[config.mk]
export PLATFORM = sky130hd
export DESIGN_NAME = gmpc_rank_match
export DESIGN_NICKNAME = d
export VERILOG_FILES = /design/src/hw/rtl/gmpc_pkg.sv /design/src/hw/rtl/gmpc_rank_match.sv
export SDC_FILE = /design/constraint.sdc
export NUM_CORES = 1
export LEC_CHECK = 0
export ABC_AREA = 1
export ABC_CLOCK_PERIOD_IN_PS = 3000
export BUFFER_PORTS_ARGS = -buffer_cell sky130_fd_sc_hd__buf_2
export CORE_MARGIN = 5
export CORE_UTILIZATION = 30
export CTS_BUF_LIST = sky130_fd_sc_hd__clkbuf_8
export CTS_CLUSTER_SIZE = 16
export DETAILED_ROUTE_END_ITERATION = 8
export PLACE_DENSITY = 0.54
export SYNTH_ARGS = -nofsm -noshare
export SYNTH_HDL_FRONTEND = slang
export SYNTH_SLANG_ARGS = --single-unit
[constraint.sdc]
create_clock -name clk -period 3 [get_ports clk]
set_input_delay 0.6 -clock clk [delete_from_list [all_inputs] [get_ports clk]]
set_output_delay 0.6 -clock clk [all_outputs]
set_load 0.02 [all_outputs]
[src/hw/rtl/gmpc_pkg.sv]
// gmpc_pkg: shared types and constants of the gaussian mixture pixel classifier
// depends on nothing; imported by every module of the block but gmpc_checker
package gmpc_pkg;

  // one mixture component as stored in the model memory
  typedef struct packed {
    logic [15:0] ratio;
    logic [15:0] weight;
    logic [15:0] std_dev;
    logic [15:0] mean;
  } entry_t;

  // request codes
  localparam logic REQ_LOAD     = 1'b0;
  localparam logic REQ_CLASSIFY = 1'b1;

  localparam int CNT_W = 4;   // width of match rank and background count
  localparam int SUM_W = 20;  // weight sum never overflows with up to eight components

  localparam logic [15:0] BG_THRESHOLD_RESET = 16'd32768;

endpackage

[src/hw/rtl/gmpc_rank_match.sv]
// gmpc_rank_match: ranks the components of a pixel by ratio and tests each for a match
// depends on gmpc_pkg
module gmpc_rank_match #(
  parameter int NUM_COMPONENTS = 5,
  localparam int RANK_W = (NUM_COMPONENTS > 1) ? $clog2(NUM_COMPONENTS) : 1
) (
  input  logic                    clk,
  input  logic                    en,
  input  gmpc_pkg::entry_t        ent [NUM_COMPONENTS],
  input  logic [7:0]              intensity,
  output logic [RANK_W-1:0]       rank_r [NUM_COMPONENTS],
  output logic [NUM_COMPONENTS-1:0] match_r,
  output logic [15:0]             weight_r [NUM_COMPONENTS]
);
  import gmpc_pkg::*;

  logic [RANK_W-1:0]         rank_nxt [NUM_COMPONENTS];
  logic [NUM_COMPONENTS-1:0] match_nxt;
  logic [15:0]               inten;
  logic [15:0]               diff [NUM_COMPONENTS];
  logic [18:0]               lim  [NUM_COMPONENTS];

  assign inten = {intensity, 8'h00};

  // stable descending rank: ties go to the lower slot
  always_comb begin
    for (int i = 0; i < NUM_COMPONENTS; i++) begin
      rank_nxt[i] = '0;
      for (int j = 0; j < NUM_COMPONENTS; j++) begin
        if ((ent[j].ratio > ent[i].ratio) || ((ent[j].ratio == ent[i].ratio) && (j < i))) begin
          rank_nxt[i] = rank_nxt[i] + RANK_W'(1);
        end
      end
    end
  end

  // within 2.5 std: |x - mean| * 2 <= std * 5
  always_comb begin
    for (int i = 0; i < NUM_COMPONENTS; i++) begin
      diff[i] = (inten >= ent[i].mean) ? (inten - ent[i].mean) : (ent[i].mean - inten);
      lim[i]  = {3'b000, ent[i].std_dev} + {1'b0, ent[i].std_dev, 2'b00};
      match_nxt[i] = ({2'b00, diff[i], 1'b0} <= lim[i]);
    end
  end

  always_ff @(posedge clk) begin
    if (en) begin
      for (int i = 0; i < NUM_COMPONENTS; i++) begin
        rank_r[i]   <= rank_nxt[i];
        weight_r[i] <= ent[i].weight;
      end
      match_r <= match_nxt;
    end
  end

endmodule

==> impl_summary.log <==
[metrics] status: complete, no violations
[metrics] max cap viols: 0
[metrics] Overflow after GRT: 0
[metrics] total nets after synthesis: roughly 3.4k
[metrics] number of iterations in the first detailed-routing pass: 5
[metrics] post-synthesis sequential element count: 100
[metrics] routed vias: 20.0k
[metrics] fin area: roughly 26000 µm²
[metrics] Crit path top cell by count: sky130_fd_sc_hd__nand2_2
[metrics] Non-Filler Instances: roughly 4.4k
[metrics] async set or reset register ratio after synthesis: 0%
[metrics] sinks on the clock net: 100
[metrics] area share of the largest cell type after synthesis: approximately 28%
[metrics] DRC violation total after the first TritonRoute iteration: approximately 700
[metrics] startpoint kind of the worst setup timing path: input port
[metrics] highest-count cells in the layout ignoring fill and taps: sky130_fd_sc_hd__nand2_1, sky130_fd_sc_hd__buf_4, sky130_fd_sc_hd__inv_1
[metrics] TritonCTS buffer count: 9
[metrics] total global-route track usage: between 15 and 20%
[metrics] ys flop type: sky130_fd_sc_hd__edfxtp_1
[metrics] required time of the critical path: 3.20 ns
[metrics] sequential-to-total area share from yosys stat: 16.5%
[metrics] wire length of the first global-routing pass: a little under 100 mm
[metrics] cell taking the most area after synthesis: sky130_fd_sc_hd__ha_1
[metrics] RD Place Congestion: just under 0.9
[metrics] count of flip-flops with a built-in enable after synthesis: 100
[metrics] static power due to leakage: between 10 and 15 nW
[metrics] Final Routed Wirelength: between 60 and 70 mm
[metrics] Vert. Die Dim: about 260 µm
[metrics] via count of the first global-routing pass: ~20k
[metrics] synthesized area divided by synthesized cell count: about 6.8 µm²
[metrics] share of the clock period used by the worst path after layout: a little over nine tenths
[metrics] Fillers: approximately 6.4k
[metrics] post-detailed-route via-to-cell ratio: 4.51
[metrics] type of the most critical hold path: input port to register
[metrics] Die ar.: 65900 µm²
[metrics] Synth area leaders: sky130_fd_sc_hd__ha_1, sky130_fd_sc_hd__edfxtp_1, sky130_fd_sc_hd__nand2_1
[metrics] Mapped Cells: around 2.7k
[metrics] drt wl/cell: 13.9 µm
[metrics] largest fanout on the critical path: 5
[metrics] number of buffers added to fix hold violations after cts: 0
[metrics] count of placed standard cells including taps: 4406
[metrics] endpoint arrival time on the critical path: 3.06 ns
[metrics] f_max: between 0.3 and 0.4 GHz
[metrics] Rel. slew slack: roughly three fifths
[metrics] CP max stage cell: sky130_fd_sc_hd__ha_1
[metrics] initial cell density of the core: 30.2%
[metrics] most common cell after layout, fill and taps aside: sky130_fd_sc_hd__nand2_1
[metrics] Final Max Slew Viols: 0
[metrics] Fin. Hold Viols: 0
[metrics] number of nets in the layout: ~4.4k
[metrics] Final setup violation count: 0
[metrics] post-detailed-placement cell area: between 20000 and 30000 µm²
[metrics] root buffer cell: sky130_fd_sc_hd__clkbuf_8
[metrics] fin util: 43.4%
[metrics] post-synthesis instance area: 18300 µm²
[metrics] kind of critical path: input port to register
[metrics] measured slew at the worst slew-check pin: a little under 0.6 ns
[metrics] warnings from Yosys: 0
[metrics] layout cells sized above 1: a little under a third
[metrics] number of I/O port buffers: roughly 430
[metrics] worst vdd rail ir drop: about 0.00026 V
[metrics] area inside the core boundary: 60400 µm²
[metrics] longest individual stage delay on the worst path: 0.30 ns
[metrics] number of DRC violations after detailed routing: 0
[metrics] post-route ant nets: 0
[metrics] buffer levels on the longest clock path: 2
[metrics] maximum number of pins on one net before global-route repair: between 40 and 50
[metrics] post-synthesis to final-layout area growth: 43.6%
[metrics] num rows: 90
[metrics] critical path capture point type: register
[metrics] CP Cell Sequence: buf_12, buf_6, ha_4, buf_4, a21o_1, nor2_1, nand2_2, nand2_2, nand2_4, buf_12, nand2_2, xor2_1, inv_1, ha_1, nand2_1, nor2_2, buf_4, a31oi_1, nand2_1, inv_1, nand3_1
[metrics] width of the die: between 200 and 300 µm
[metrics] total I/O pin count: 430
[metrics] antenna violations before repair: 16
[metrics] RSZ-0062 raised after global routing: true
[metrics] Worst Hold Slack: approximately 0.32 ns
[metrics] CTS tree: built
[metrics] fin crit period: between 2 and 3 ns
[metrics] CTS H-tree depth: 3
[metrics] detailed placement HPWL: 54.8 mm
[metrics] post-synth cell types: 45
[metrics] power per cell area: 304 nW/µm²
[metrics] clock slew at reported path FFs: between 0.1 and 0.15 ns
## sequential cells by signal (all words and copies together) (netlist names)
name / flops
match_r: 5
rank_r: 15
weight_r: 80
## area by class of cell
cell class / count / area [µm²] / share of cell area (%)
multi-input combinational: 2096 / 13900 / 52.9
tap: 782 / 978 / 3.73
timing repair buffer: 973 / 6400 / 24.4
clock buffer: 9 / 124 / 0.473
antenna: 5 / 12.5 / 0.0477
sequential: 100 / 3000 / 11.5
inverter: 464 / 1750 / 6.67
clock inverter: 7 / 97.6 / 0.372
## where the power goes
| part | leakage [nW] | internal (mW) | switching, mW |
|---|---|---|---|
| logic | 13.7 | 2.37 | 2.80 |
| registers | 0.978 | 1.72 | 0.0505 |
| clock network | 0.113 | 0.476 | 0.562 |
## cell usage after synthesis (13+ instances only)
cell,n
sky130_fd_sc_hd__nor2_1,154
sky130_fd_sc_hd__xor2_1,68
sky130_fd_sc_hd__o21ai_0,99
sky130_fd_sc_hd__nand3_1,152
sky130_fd_sc_hd__o21a_1,13
sky130_fd_sc_hd__a21oi_1,246
sky130_fd_sc_hd__xnor2_1,46
sky130_fd_sc_hd__o211ai_1,15
sky130_fd_sc_hd__ha_1,405
sky130_fd_sc_hd__nor3_1,42
sky130_fd_sc_hd__nand4_1,25
sky130_fd_sc_hd__inv_1,460
sky130_fd_sc_hd__edfxtp_1,100
sky130_fd_sc_hd__nand3b_1,13
sky130_fd_sc_hd__nand2_1,708
sky130_fd_sc_hd__a21o_1,13
## final timing paths
| kind | startpoint | end | slack, ns | cells after the start |
|---|---|---|---|---|
| worst max-delay path | intensity[3] | match_r[2]$_DFFE_PP_ | 0.13 | 21 |
| worst min-delay path | ent[103] | weight_r[23]$_DFFE_PP_ | 0.32 | 1 |
## worst max-delay path, delay by kind of cell
family / cells / cell delay [ns]
buffers and inverters: 7 / 0.76
and+or+nand+nor: 9 / 0.68
adders and majority gates: 2 / 0.55
AOI/OAI and AO/OA: 2 / 0.32
xor gates and xnor gates: 1 / 0.14
## per-layer routing
| metal | part of all wire [%] | wire [µm] | track usage (%) |
|---|---|---|---|
| met1 | 45 | 27400 | 22.1 |
| met2 | 49 | 30300 | 32.5 |
| met3 | 4.7 | 2910 | 3.64 |
| met4 | 1.3 | 787 | 2.68 |
| met5 | 0.19 | 117 | 0 |
## per-stage QoR
| stage | power (mW) | TNS, ns | worst slack [ns] |
|---|---|---|---|
| finish | 7.98 | 0 | 0.131 |
| detailed placement | 6.81 | -4.57 | -0.520 |
| floorplan | 4.73 | 0 | 0.00642 |
| global route | 8.80 | -0.113 | -0.0567 |
| CTS | 7.91 | 0 | 0.0436 |
| global placement | 6.78 | -4.18 | -0.484 |
## what timing repair did
action / 4_1_cts / 5_1_grt
buffers inserted: 0 / 7
endpoints found under the setup margin: 1 / 9
pin swaps: 0 / 47
gates cloned: 0 / 2
gates resized for setup: 1 / 101
## cell families after synthesis
family          share of synthesized area (%)
simple gates                             26.2
buf+inv                                  10.2
compound gates                           12.6
fa+ha+maj                                28.9
xor+xnor                                 5.47
flops                                    16.5
mux                                     0.165
(Power assumes the default switching activity.)
